## src/rtl/pstd_pkg.sv

```systemverilog
// ----------------------------------------------------------------------------
// pstd_pkg: shared types and marker table for the packstream token decoder
// Token kinds, decode phases and the marker classification function.
// ----------------------------------------------------------------------------
`timescale 1ns / 1ps

package pstd_pkg;

   localparam int unsigned ValueWidth   = 64;
   localparam int unsigned CountWidth   = 4;
   localparam int unsigned PayloadWidth = 32;

   // Marker table boundaries
   localparam logic [7:0] MARKER_TINY_STRING = 8'h80;
   localparam logic [7:0] MARKER_TINY_LIST   = 8'h90;
   localparam logic [7:0] MARKER_TINY_MAP    = 8'hA0;
   localparam logic [7:0] MARKER_TINY_STRUCT = 8'hB0;
   localparam logic [7:0] MARKER_NULL        = 8'hC0;
   localparam logic [7:0] MARKER_FLOAT       = 8'hC1;
   localparam logic [7:0] MARKER_FALSE       = 8'hC2;
   localparam logic [7:0] MARKER_TRUE        = 8'hC3;
   localparam logic [7:0] MARKER_INT_8       = 8'hC8;
   localparam logic [7:0] MARKER_INT_64      = 8'hCB;
   localparam logic [7:0] MARKER_BYTES_8     = 8'hCC;
   localparam logic [7:0] MARKER_BYTES_32    = 8'hCE;
   localparam logic [7:0] MARKER_STRING_8    = 8'hD0;
   localparam logic [7:0] MARKER_STRING_32   = 8'hD2;
   localparam logic [7:0] MARKER_LIST_8      = 8'hD4;
   localparam logic [7:0] MARKER_LIST_32     = 8'hD6;
   localparam logic [7:0] MARKER_MAP_8       = 8'hD8;
   localparam logic [7:0] MARKER_MAP_32      = 8'hDA;
   localparam logic [7:0] MARKER_NEG_TINY    = 8'hF0;

   localparam logic [CountWidth-1:0] FLOAT_BYTES = 4'd8;

   typedef enum logic [3:0] {
      KIND_UNDEF   = 4'd0,
      KIND_NULL    = 4'd1,
      KIND_FALSE   = 4'd2,
      KIND_TRUE    = 4'd3,
      KIND_INT     = 4'd4,
      KIND_FLOAT   = 4'd5,
      KIND_BYTES   = 4'd6,
      KIND_STRING  = 4'd7,
      KIND_LIST    = 4'd8,
      KIND_MAP     = 4'd9,
      KIND_STRUCT  = 4'd10,
      KIND_PAYLOAD = 4'd11
   } token_kind_type;

   typedef enum logic [1:0] {
      PHASE_MARKER  = 2'd0,
      PHASE_HEADER  = 2'd1,
      PHASE_PAYLOAD = 2'd2
   } phase_type;

   typedef struct packed {
      token_kind_type              kind;
      logic [ValueWidth-1:0]       value;
      logic [CountWidth-1:0]       follow;
   } marker_class_type;

   // Classify one marker byte: kind, immediate value, count of following bytes.
   function automatic marker_class_type classify_marker(input logic [7:0] marker);
      marker_class_type cls;
      cls.kind   = KIND_UNDEF;
      cls.value  = '0;
      cls.follow = '0;
      case (marker) inside
         [8'h00 : MARKER_TINY_STRING - 8'd1]: begin
            cls.kind  = KIND_INT;
            cls.value = {56'd0, marker};
         end
         [MARKER_TINY_STRING : MARKER_TINY_LIST - 8'd1]: begin
            cls.kind  = KIND_STRING;
            cls.value = {60'd0, marker[3:0]};
         end
         [MARKER_TINY_LIST : MARKER_TINY_MAP - 8'd1]: begin
            cls.kind  = KIND_LIST;
            cls.value = {60'd0, marker[3:0]};
         end
         [MARKER_TINY_MAP : MARKER_TINY_STRUCT - 8'd1]: begin
            cls.kind  = KIND_MAP;
            cls.value = {60'd0, marker[3:0]};
         end
         [MARKER_TINY_STRUCT : MARKER_NULL - 8'd1]: begin
            cls.kind  = KIND_STRUCT;
            cls.value = {60'd0, marker[3:0]};
         end
         [MARKER_NEG_TINY : 8'hFF]: begin
            cls.kind  = KIND_INT;
            cls.value = {{56{1'b1}}, marker};
         end
         MARKER_NULL:  cls.kind = KIND_NULL;
         MARKER_FLOAT: begin
            cls.kind   = KIND_FLOAT;
            cls.follow = FLOAT_BYTES;
         end
         MARKER_FALSE: cls.kind = KIND_FALSE;
         MARKER_TRUE:  cls.kind = KIND_TRUE;
         [MARKER_INT_8 : MARKER_INT_64]: begin
            cls.kind   = KIND_INT;
            cls.follow = 4'd1 << marker[1:0];
         end
         [MARKER_BYTES_8 : MARKER_BYTES_32]: begin
            cls.kind   = KIND_BYTES;
            cls.follow = 4'd1 << marker[1:0];
         end
         [MARKER_STRING_8 : MARKER_STRING_32]: begin
            cls.kind   = KIND_STRING;
            cls.follow = 4'd1 << marker[1:0];
         end
         [MARKER_LIST_8 : MARKER_LIST_32]: begin
            cls.kind   = KIND_LIST;
            cls.follow = 4'd1 << marker[1:0];
         end
         [MARKER_MAP_8 : MARKER_MAP_32]: begin
            cls.kind   = KIND_MAP;
            cls.follow = 4'd1 << marker[1:0];
         end
         default: cls.kind = KIND_UNDEF;
      endcase
      return cls;
   endfunction

endpackage

```

## src/rtl/pstd_req_if.sv

```systemverilog
// ----------------------------------------------------------------------------
// pstd_req_if: input byte channel
// Valid/ready channel carrying one serialized byte and its end-of-buffer flag.
// ----------------------------------------------------------------------------
`timescale 1ns / 1ps

interface pstd_req_if;
   logic       valid;
   logic       ready;
   logic [7:0] in_byte;
   logic       buffer_end;

   modport source (output valid, output in_byte, output buffer_end, input ready);
   modport sink   (input valid, input in_byte, input buffer_end, output ready);
endinterface

```

## src/rtl/pstd_rsp_if.sv

```systemverilog
// ----------------------------------------------------------------------------
// pstd_rsp_if: token result channel
// Valid/ready channel carrying one decoded token with its status flags.
// ----------------------------------------------------------------------------
`timescale 1ns / 1ps

interface pstd_rsp_if;
   logic               valid;
   logic               ready;
   logic [3:0]         token_kind;
   logic signed [63:0] token_value;
   logic               error_code;
   logic               last;

   modport source (output valid, output token_kind, output token_value,
                   output error_code, output last, input ready);
   modport sink   (input valid, input token_kind, input token_value,
                   input error_code, input last, output ready);
endinterface

```

## src/rtl/packstream_token_decoder.sv

```systemverilog
// ----------------------------------------------------------------------------
// packstream_token_decoder: byte-serial token decoder
// A token appears on rsp in the cycle after the transfer of the byte that
// completes it. Throughput: one byte per cycle unless rsp back-pressure stalls
// the input, set by the single decode stage feeding the output register; header
// bytes that finish nothing yield no token. Reset (synchronous, active high)
// returns the decoder to expect a marker byte and empties the output register.
// ----------------------------------------------------------------------------
`timescale 1ns / 1ps

module packstream_token_decoder
   import pstd_pkg::*;
(
   input  logic        clock,
   input  logic        reset,
   pstd_req_if.sink    req_ch,
   pstd_rsp_if.source  rsp_ch
);

   // Decode state
   phase_type                 phase_ff,        phase_in;
   token_kind_type            pending_kind_ff, pending_kind_in;
   logic [CountWidth-1:0]     field_width_ff,  field_width_in;
   logic [CountWidth-1:0]     bytes_left_ff,   bytes_left_in;
   logic [ValueWidth-1:0]     accumulator_ff,  accumulator_in;
   logic [PayloadWidth-1:0]   payload_left_ff, payload_left_in;

   // Output register
   logic                      rsp_valid_ff;
   token_kind_type            rsp_kind_ff,  rsp_kind_in;
   logic [ValueWidth-1:0]     rsp_value_ff, rsp_value_in;
   logic                      rsp_error_ff, rsp_error_in;
   logic                      rsp_last_ff,  rsp_last_in;

   logic                      req_transfer;
   logic                      emit;
   logic [7:0]                in_byte;
   logic                      buffer_end;
   marker_class_type          marker_class;
   logic [ValueWidth-1:0]     header_acc;
   logic [ValueWidth-1:0]     header_value;
   logic [PayloadWidth-1:0]   payload_dec;

   // Take a new byte whenever the output register is empty or being drained.
   assign req_ch.ready = !rsp_valid_ff || rsp_ch.ready;
   assign req_transfer = req_ch.valid && req_ch.ready;
   assign in_byte      = req_ch.in_byte;
   assign buffer_end   = req_ch.buffer_end;

   assign marker_class = classify_marker(in_byte);

   // Shift the header byte in, big-endian.
   assign header_acc = {accumulator_ff[ValueWidth-9:0], in_byte};

   // Sign-extend short integer headers; lengths and floats stay unsigned.
   always_comb begin
      header_value = header_acc;
      if (pending_kind_ff == KIND_INT) begin
         case (field_width_ff)
            4'd1:    header_value = {{56{header_acc[7]}},  header_acc[7:0]};
            4'd2:    header_value = {{48{header_acc[15]}}, header_acc[15:0]};
            4'd4:    header_value = {{32{header_acc[31]}}, header_acc[31:0]};
            default: header_value = header_acc;
         endcase
      end
   end

   assign payload_dec = payload_left_ff - PayloadWidth'(payload_left_ff != '0);

   // Next state and token for the byte at the input.
   always_comb begin
      logic                  do_clear;
      logic                  finish;
      logic                  enter_header;
      logic                  has_payload;
      token_kind_type        fin_kind;
      logic [ValueWidth-1:0] fin_value;

      do_clear     = 1'b0;
      finish       = 1'b0;
      enter_header = 1'b0;
      has_payload  = 1'b0;
      fin_kind     = KIND_UNDEF;
      fin_value    = '0;

      phase_in        = phase_ff;
      pending_kind_in = pending_kind_ff;
      field_width_in  = field_width_ff;
      bytes_left_in   = bytes_left_ff;
      accumulator_in  = accumulator_ff;
      payload_left_in = payload_left_ff;

      emit         = 1'b0;
      rsp_kind_in  = KIND_UNDEF;
      rsp_value_in = '0;
      rsp_error_in = 1'b0;
      rsp_last_in  = buffer_end;

      case (phase_ff)
         PHASE_HEADER: begin
            accumulator_in = header_acc;
            bytes_left_in  = bytes_left_ff - CountWidth'(bytes_left_ff != '0);
            if (bytes_left_ff <= 4'd1) begin
               finish    = 1'b1;
               fin_kind  = pending_kind_ff;
               fin_value = header_value;
            end else if (buffer_end) begin
               // Buffer cut the header short: flag it with the pending kind.
               emit         = 1'b1;
               rsp_kind_in  = pending_kind_ff;
               rsp_error_in = 1'b1;
               do_clear     = 1'b1;
            end
         end
         PHASE_PAYLOAD: begin
            payload_left_in = payload_dec;
            emit            = 1'b1;
            rsp_kind_in     = KIND_PAYLOAD;
            rsp_value_in    = {56'd0, in_byte};
            if (payload_dec == '0) begin
               do_clear = 1'b1;
            end else if (buffer_end) begin
               rsp_error_in = 1'b1;
            end
            if (buffer_end) begin
               do_clear = 1'b1;
            end
         end
         default: begin
            // Marker byte; the unused phase code lands here too.
            if (marker_class.follow == '0) begin
               finish    = 1'b1;
               fin_kind  = marker_class.kind;
               fin_value = marker_class.value;
            end else if (buffer_end) begin
               emit         = 1'b1;
               rsp_kind_in  = marker_class.kind;
               rsp_error_in = 1'b1;
               do_clear     = 1'b1;
            end else begin
               do_clear     = 1'b1;
               enter_header = 1'b1;
            end
         end
      endcase

      if (finish) begin
         has_payload  = ((fin_kind == KIND_STRING) || (fin_kind == KIND_BYTES))
                        && (fin_value != '0);
         emit         = 1'b1;
         rsp_kind_in  = fin_kind;
         rsp_value_in = fin_value;
         rsp_error_in = buffer_end && has_payload;
         do_clear     = 1'b1;
      end

      if (do_clear) begin
         phase_in        = PHASE_MARKER;
         pending_kind_in = KIND_UNDEF;
         field_width_in  = '0;
         bytes_left_in   = '0;
         accumulator_in  = '0;
         payload_left_in = '0;
      end

      // Open the payload phase after a nonzero string or bytes length, unless the buffer ends.
      if (finish && has_payload && !buffer_end) begin
         phase_in        = PHASE_PAYLOAD;
         payload_left_in = fin_value[PayloadWidth-1:0];
      end

      if (enter_header) begin
         phase_in        = PHASE_HEADER;
         pending_kind_in = marker_class.kind;
         field_width_in  = marker_class.follow;
         bytes_left_in   = marker_class.follow;
      end
   end

   // Advance decode state on every byte transfer.
   always_ff @(posedge clock) begin
      if (reset) begin
         phase_ff        <= PHASE_MARKER;
         pending_kind_ff <= KIND_UNDEF;
         field_width_ff  <= '0;
         bytes_left_ff   <= '0;
         accumulator_ff  <= '0;
         payload_left_ff <= '0;
      end else if (req_transfer) begin
         phase_ff        <= phase_in;
         pending_kind_ff <= pending_kind_in;
         field_width_ff  <= field_width_in;
         bytes_left_ff   <= bytes_left_in;
         accumulator_ff  <= accumulator_in;
         payload_left_ff <= payload_left_in;
      end
   end

   // Hold a token until its transfer; load a new one with each byte that yields one.
   always_ff @(posedge clock) begin
      if (reset) begin
         rsp_valid_ff <= 1'b0;
      end else if (req_transfer) begin
         rsp_valid_ff <= emit;
      end else if (rsp_ch.ready) begin
         rsp_valid_ff <= 1'b0;
      end
   end

   always_ff @(posedge clock) begin
      if (req_transfer && emit) begin
         rsp_kind_ff  <= rsp_kind_in;
         rsp_value_ff <= rsp_value_in;
         rsp_error_ff <= rsp_error_in;
         rsp_last_ff  <= rsp_last_in;
      end
   end

   assign rsp_ch.valid       = rsp_valid_ff;
   assign rsp_ch.token_kind  = rsp_kind_ff;
   assign rsp_ch.token_value = $signed(rsp_value_ff);
   assign rsp_ch.error_code  = rsp_error_ff;
   assign rsp_ch.last        = rsp_last_ff;

endmodule

```

## src/flat_wrapper.sv

```systemverilog
// flat-port wrapper written by rule: the top's interface ports become plain ports
module packstream_token_decoder_flat import pstd_pkg::*;
  (clock, reset, req_ch_valid, req_ch_in_byte, req_ch_buffer_end, req_ch_ready, rsp_ch_valid, rsp_ch_token_kind, rsp_ch_token_value, rsp_ch_error_code, rsp_ch_last, rsp_ch_ready);
  pstd_req_if req_ch_i ();
  pstd_rsp_if rsp_ch_i ();
  input  logic clock;
  input  logic reset;
  input wire logic [$bits(req_ch_i.valid)-1:0] req_ch_valid;
  input wire logic [$bits(req_ch_i.in_byte)-1:0] req_ch_in_byte;
  input wire logic [$bits(req_ch_i.buffer_end)-1:0] req_ch_buffer_end;
  output wire logic [$bits(req_ch_i.ready)-1:0] req_ch_ready;
  output wire logic [$bits(rsp_ch_i.valid)-1:0] rsp_ch_valid;
  output wire logic [$bits(rsp_ch_i.token_kind)-1:0] rsp_ch_token_kind;
  output wire logic [$bits(rsp_ch_i.token_value)-1:0] rsp_ch_token_value;
  output wire logic [$bits(rsp_ch_i.error_code)-1:0] rsp_ch_error_code;
  output wire logic [$bits(rsp_ch_i.last)-1:0] rsp_ch_last;
  input wire logic [$bits(rsp_ch_i.ready)-1:0] rsp_ch_ready;
  assign req_ch_i.valid = req_ch_valid;
  assign req_ch_i.in_byte = req_ch_in_byte;
  assign req_ch_i.buffer_end = req_ch_buffer_end;
  assign req_ch_ready = req_ch_i.ready;
  assign rsp_ch_valid = rsp_ch_i.valid;
  assign rsp_ch_token_kind = rsp_ch_i.token_kind;
  assign rsp_ch_token_value = rsp_ch_i.token_value;
  assign rsp_ch_error_code = rsp_ch_i.error_code;
  assign rsp_ch_last = rsp_ch_i.last;
  assign rsp_ch_i.ready = rsp_ch_ready;
  packstream_token_decoder u_core (.clock(clock), .reset(reset), .req_ch(req_ch_i), .rsp_ch(rsp_ch_i));
endmodule
```

## config.mk

```make
export PLATFORM = sky130hd
export DESIGN_NAME = packstream_token_decoder_flat
export DESIGN_NICKNAME = d
export VERILOG_FILES = /design/src/rtl/pstd_pkg.sv /design/src/rtl/pstd_req_if.sv /design/src/rtl/pstd_rsp_if.sv /design/src/rtl/packstream_token_decoder.sv /design/src/flat_wrapper.sv
export SDC_FILE = /design/constraint.sdc
export NUM_CORES = 1
export LEC_CHECK = 0
export BUFFER_PORTS_ARGS = -buffer_cell sky130_fd_sc_hd__buf_4
export CAP_MARGIN = 10
export CORE_ASPECT_RATIO = 1.4
export CORE_MARGIN = 4
export CORE_UTILIZATION = 60
export DETAILED_ROUTE_END_ITERATION = 12
export PLACE_DENSITY = 0.85
export SLEW_MARGIN = 0
export SYNTH_ARGS = -nofsm -noshare
export SYNTH_HDL_FRONTEND = slang
export SYNTH_SLANG_ARGS = --single-unit
```

## constraint.sdc

```tcl
create_clock -name clock -period 7.3 [get_ports clock]
set_input_delay 1.46 -clock clock [delete_from_list [all_inputs] [get_ports clock]]
set_output_delay 1.46 -clock clock [all_outputs]
set_load 0.02 [all_outputs]
```

**After elaboration in Yosys (flattened, before gate mapping)**

Index checks and enable logic that the tools add are counted.

- Word-level logic and storage cells: 175
- Output and inout bits: 72
- Register bits after elaboration: 173
- Bits of input ports: 13

- Multiplexer cells: 88
- $add $sub $neg: 2
- Equal/unequal tests: 12
- Shift-type cells: 1
- $lt $le $gt $ge: 23
- Reductions and logical operators: 38

Operator list:

| operator | number |
|---|---|
| two-way mux 64 bit | 10 |
| case mux 64 bit (3 select lines) | 1 |
| two-way mux 4 bit | 43 |
| case mux 64 bit (2 select lines) | 1 |
| two-way mux 56 bit | 2 |
| two-way mux 32 bit | 3 |
| greater-or-equal comparator 8 bit, second input constant | 10 |
| less-or-equal comparator 8 bit, second input constant | 10 |
| nonzero test 64 bit | 1 |
| == test 8 bit, second input constant | 4 |
| zero test 32 bit | 1 |
| nonzero test 32 bit | 1 |
| subtractor 32 x 1 -> 32 bit | 1 |
| two-way mux 1 bit | 18 |
| logical AND 1 bit | 17 |
| == test 4 x 3 -> 1 bit, second input constant | 4 |
| case mux 4 bit (2 select lines) | 2 |
| AND reduction 2 bit | 5 |
| nonzero test 3 bit | 3 |
| greater-or-equal comparator 8 x 1 -> 1 bit, second input constant | 1 |
| less-or-equal comparator 8 x 7 -> 1 bit, second input constant | 1 |
| two-way mux 8 bit | 1 |
| case mux 1 bit (2 select lines) | 4 |
| two-way mux 2 bit | 3 |
| 13 further kinds | 17 |

**Depth between registers and ports, before layout**

- Depth after elaboration: 28
- Mapped depth: 18
- Mapped depth without buffers: 13

**Worst setup path before layout**

No wires, ideal clock.

- Kind: input to register
- Start: input port req_ch_in_byte[7]
- End: register u_core.rsp_error_ff, in the netlist u_core.rsp_ch.error_code, enable pin
- Slack: 0.995 ns
- Path buffers: 1
- Stages: 8
- Arrival: 5.806 ns
- Required time: 6.802 ns
- Cell sequence: and2_1 > clkbuf_1 > o2111ai_1 > or2_1 > a221o_1 > nor2_1 > nor4_1 > nor2_1

- Cells in the longest elaborated chain, start to end: 22
- Elaborated cells on any way between the ends: 59

Ends and longest elaborated chain:

| element | RTL line | RTL |
|---|---|---|
| start: declaration | flat_wrapper.sv:9 | `input wire logic [$bits(req_ch_i.in_byte)-1:0] req_ch_in_byte;` |
| greater-or-equal comparator 8 bit (not written as such) / less-or-equal comparator 8 bit (equally long branches) | packstream_token_decoder.sv:50 | `assign marker_class = classify_marker(in_byte);` |
| logical AND 1 bit (not written as such) | packstream_token_decoder.sv:50 |  |
| two-way mux 4 bit (14 in series) | pstd_pkg.sv:69 | `case (marker) inside` |
| two-way mux 4 bit (*) | pstd_pkg.sv:69 |  |
| zero test 4 bit (*) | packstream_token_decoder.sv:131 | `if (marker_class.follow == '0) begin` |
| two-way mux 1 bit | packstream_token_decoder.sv:131 |  |
| case mux 1 bit (2 select lines) | packstream_token_decoder.sv:99 | `case (phase_ff)` |
| two-way mux 1 bit (*) | packstream_token_decoder.sv:147 | `if (finish) begin` |
| logical AND 1 bit (*) | packstream_token_decoder.sv:211 | `if (req_transfer && emit) begin` |
| end signal: assignment | packstream_token_decoder.sv:214 | `rsp_error_ff <= rsp_error_in;` |
| end: declaration | packstream_token_decoder.sv:32 | `logic rsp_error_ff, rsp_error_in;` |

Mark *: on every way between the ends. The rest lies on a longest branch, timed or not.
A chain may end at the register's enable or synchronous reset.

**Worst setup path after layout**

- Start: register u_core.payload_left_ff[27]
- End: register u_core.accumulator_ff[2]

- Cells in the longest elaborated chain, start to end: 9
- Elaborated cells on any way between the ends: 10

Ends and longest elaborated chain:

| element | RTL line | RTL |
|---|---|---|
| start: declaration | packstream_token_decoder.sv:26 | `logic [PayloadWidth-1:0] payload_left_ff, payload_left_in;` |
| start signal: assignment | packstream_token_decoder.sv:195 | `payload_left_ff <= payload_left_in;` |
| nonzero test 32 bit | packstream_token_decoder.sv:68 | `assign payload_dec = payload_left_ff - PayloadWidth'(payload_left_ff != '0);` |
| subtractor 32 x 1 -> 32 bit (*) | packstream_token_decoder.sv:68 |  |
| zero test 32 bit (*) | packstream_token_decoder.sv:120 | `if (payload_dec == '0) begin` |
| two-way mux 1 bit (*) | packstream_token_decoder.sv:120 |  |
| two-way mux 1 bit (*) | packstream_token_decoder.sv:125 | `if (buffer_end) begin` |
| case mux 1 bit (2 select lines) (*) | packstream_token_decoder.sv:99 |  |
| two-way mux 1 bit (*) | packstream_token_decoder.sv:147 |  |
| nonzero test 2 bit (no line) | - |  |
| AND reduction 2 bit (no line) | - |  |
| end signal: assignment | packstream_token_decoder.sv:194 | `accumulator_ff <= accumulator_in;` |
| end: declaration | packstream_token_decoder.sv:25 | `logic [ValueWidth-1:0] accumulator_ff, accumulator_in;` |

Marks and branches as above.

==> results.ini <==
[global_route]
grt_antenna_before_repair=0
grt_max_degree=76
grt_overflow_total=0
grt_pass1_wl_um=43900
grt_pass1_vias=8366
grt_usage_pct=31.1

[critical_path]
cp.arrival_ns=5.69
endpoint=u_core.accumulator_ff[2]$_SDFFE_PP0P_
startpoint=u_core.payload_left_ff[27]$_SDFFE_PP0P_
crit_required_ns=7.66
cp_cell_sequence=nor4_1 -> nand3_1 -> or4_1 -> ha_1 -> ha_1 -> nor3b_2 -> nand2_1 -> nor3_1 -> xor2_1 -> nor4_4 -> a21oi_4 -> buf_4 -> nand4_1 -> a21oi_1
crit_fanout=68
criticalPathCategory=register to register
rr_startpoint=u_core.payload_left_ff[27]$_SDFFE_PP0P_
r2r_end=u_core.accumulator_ff[2]$_SDFFE_PP0P_
critPathCaptureType=register
crit_slowest_cell=a21oi_4
start_kind=register
worst_path_most_repeated_cell=ha_1
r2r_cells=14
slowest_delay_ns=0.88
r2r_slack_ns=1.97

[cts]
cts_buffers=17
cts_hold_buf=0
htree_levels=4
root_buffer=clkbuf_16
clock_sinks=173
clock_path_buffers=2
clk_latency_ns=0.44
ctsResizeCount=0
post_cts_buffers=0
cts_tree=yes
clk_pin_slew_ns=0.07

[power]
ir_drop_uv=167
powerDensity_nw_per_um2=227
leakage_nw=3.54

[detailed_routing]
dr_total_vias=8921
viasPerCell=6.93
wl_per_cell_um=21.5
drt-initial-drc-count=1210
drtAntennaViolNets=0
wirelength_um=27600
drc=0
dr.pass1.iters=6

[yosys]
syn_avg_cell_area_sq_um=8.69
synth.net_count=1081
synthTopCellsByArea=edfxtp_1 23%, dfxtp_1 22%, o21ai_0 7.1%, a21oi_1 6.6%, nand4_1 4.6%
synth-seq-cells=173
async_flop_share_pct=0
synth_ff_type=dfxtp_1
ys_warn_count=0
synth_edf_count=70
yosysTopAreaCellShare_pct=22.8
syn_inst=1062
synth_top_area_cell=edfxtp_1
yosys.cell_types.count=83
synth_seq_area_share_pct=45.1
syn-cell-area_sq_um=9230

[cells_and_area]
nets=1102
final_common_cell=o21ai_0
area_delta_synth_final_pct=13.0
drive_above_1_share_pct=14.9
final_cell_mix=130 x o21ai_0, 122 x a21oi_1, 103 x dfxtp_1, 96 x buf_4, 78 x nor2_1
antennaDiodeCount=0
fin_area_sq_um=10400

[place]
portBuffers=84
gp_congestion=1.04
dp_hpwl_um=18400
post_dp_cell_area_sq_um=9810

[sta]
period_needed_ns=5.33
tns_ns=0
max_slew_margin_pct=24.5
finClkSkew_ns=0.0116
finalSetupViolations=0
clock.fmax_mhz=187
timing.final.crit_share_pct=73.1
finalHoldViolCount=0
rsz0062_at_grt=false
drv_slew=0
worstMarginPinSlew_ns=1.13

[floorplan]
die_w_um=113
io_pins=85
core-area_sq_um=15100
die_h_um=155
start_util_pct=61.3
core.rowCount=53
design.die.area_sq_um=17500

[min_path]
min_path_cells=2
min_path_type=register to register

[outcome]
status=finished clean

[flow_run]
max-cap-violations=0

cell usage after synthesis, types with 3 or more instances:
| cell type | count |
|---|---|
| a211oi_1 | 9 |
| a21oi_1 | 122 |
| a221oi_1 | 8 |
| a22oi_1 | 10 |
| a31oi_1 | 17 |
| a32oi_1 | 7 |
| and2_1 | 8 |
| and3_1 | 3 |
| buf_1 | 7 |
| buf_2 | 13 |
| buf_6 | 6 |
| clkbuf_1 | 62 |
| clkbuf_2 | 5 |
| dfxtp_1 | 103 |
| edfxtp_1 | 70 |
| ha_1 | 6 |
| inv_1 | 22 |
| nand2_1 | 58 |
| nand2b_1 | 12 |
| nand3_1 | 25 |
| nand3b_1 | 3 |
| nand4_1 | 68 |
| nand4b_1 | 6 |
| nor2_1 | 79 |
| nor2b_1 | 9 |
| nor3_1 | 33 |
| nor3_2 | 3 |
| nor3b_1 | 3 |
| nor4_1 | 22 |
| nor4_2 | 5 |
| o2111ai_1 | 3 |
| o211ai_1 | 5 |
| o21a_1 | 8 |
| o21ai_0 | 131 |
| o21ai_1 | 17 |
| o22ai_1 | 7 |
| o2bb2ai_1 | 3 |
| o32ai_1 | 6 |
| or3_1 | 10 |
| or4_1 | 3 |
| xnor2_1 | 6 |
| xor2_1 | 7 |
flip-flops by register name, indices dropped and copies added, names as in the netlist:
register,flops
u_core.accumulator_ff,56
u_core.phase_ff,2
u_core.field_width_ff,4
u_core.pending_kind_ff,4
u_core.rsp_ch.last,1
u_core.rsp_ch.valid,1
u_core.rsp_ch.token_kind,4
u_core.rsp_ch.error_code,1
u_core.payload_left_ff,32
u_core.rsp_ch.token_value,64
u_core.bytes_left_ff,4
worst min-delay path by stage:
stage                                           startpoint                                     end
finish              u_core.accumulator_ff[48]$_SDFFE_PP0P_  u_core.accumulator_ff[48]$_SDFFE_PP0P_
global route        u_core.accumulator_ff[33]$_SDFFE_PP0P_  u_core.accumulator_ff[41]$_SDFFE_PP0P_
CTS                 u_core.accumulator_ff[33]$_SDFFE_PP0P_  u_core.accumulator_ff[41]$_SDFFE_PP0P_
detailed placement  u_core.accumulator_ff[48]$_SDFFE_PP0P_  u_core.accumulator_ff[48]$_SDFFE_PP0P_
global placement    u_core.accumulator_ff[48]$_SDFFE_PP0P_  u_core.accumulator_ff[48]$_SDFFE_PP0P_
floorplan           u_core.accumulator_ff[48]$_SDFFE_PP0P_  u_core.accumulator_ff[48]$_SDFFE_PP0P_
power breakdown:
group          leakage [nW]  switching (mW)  internal (mW)  total, mW
Clock                 0.306           0.437          0.512      0.949
Sequential             1.54          0.0150           1.04       1.06
Combinational          1.69           0.250          0.115      0.365
worst max-delay path, delay by kind of cell (launching register included):
kind,cells,cell delay (ns)
AOI/OAI and AO/OA,2,1.07
xor gates and xnor gates,1,0.40
adders and majority gates,2,0.56
buffers and inverters,1,0.71
DFF,1,0.39
and+or+nand+nor,8,2.08
per-stage QoR:
stage,utilization (%),setup WS [ns],hold slack (ns),instances,total power [mW]
3_3_place_gp,65.2,2.05,0.466,1256,1.43
3_5_place_dp,65.2,2.10,0.479,1256,1.44
5_1_grt,69.3,1.57,0.520,1288,2.44
6_report,69.3,1.97,0.487,1288,2.37
2_1_floorplan,-,0.995,0.455,1062,1.32
4_1_cts,69.3,2.06,0.489,1288,2.37
cell type report:
class                      count  area [sq um]
clock buffer                  18           450
inverter                      22          82.6
clock inverter                14           168
timing repair buffer          96           721
sequential                   173          4160
tap                          192           240
fill                        1233          4620
multi-input combinational    773          4600
routing by layer:
metal | vias to the layer above | wire length [um] | global-route usage (%)
li1 | 4081 | - | -
met1 | 4250 | 10500 | 38.3
met2 | 471 | 13800 | 52.3
met3 | 119 | 1800 | 5.17
met4 | 0 | 1460 | 15.7
met5 | - | 0 | 0
kinds of logic (layout without fill, tap and decap cells):
family          Yosys count  in the layout  synth area share (%)
buf+inv                 116            150                  5.49
mux                       1              1                 0.108
flops                   173            173                  45.1
compound gates          382            382                  24.9
simple gates            371            371                  22.3
xor+xnor                 13             13                  1.23
fa+ha+maj                 6              6                 0.813
Power figures use the tool's default switching activity.
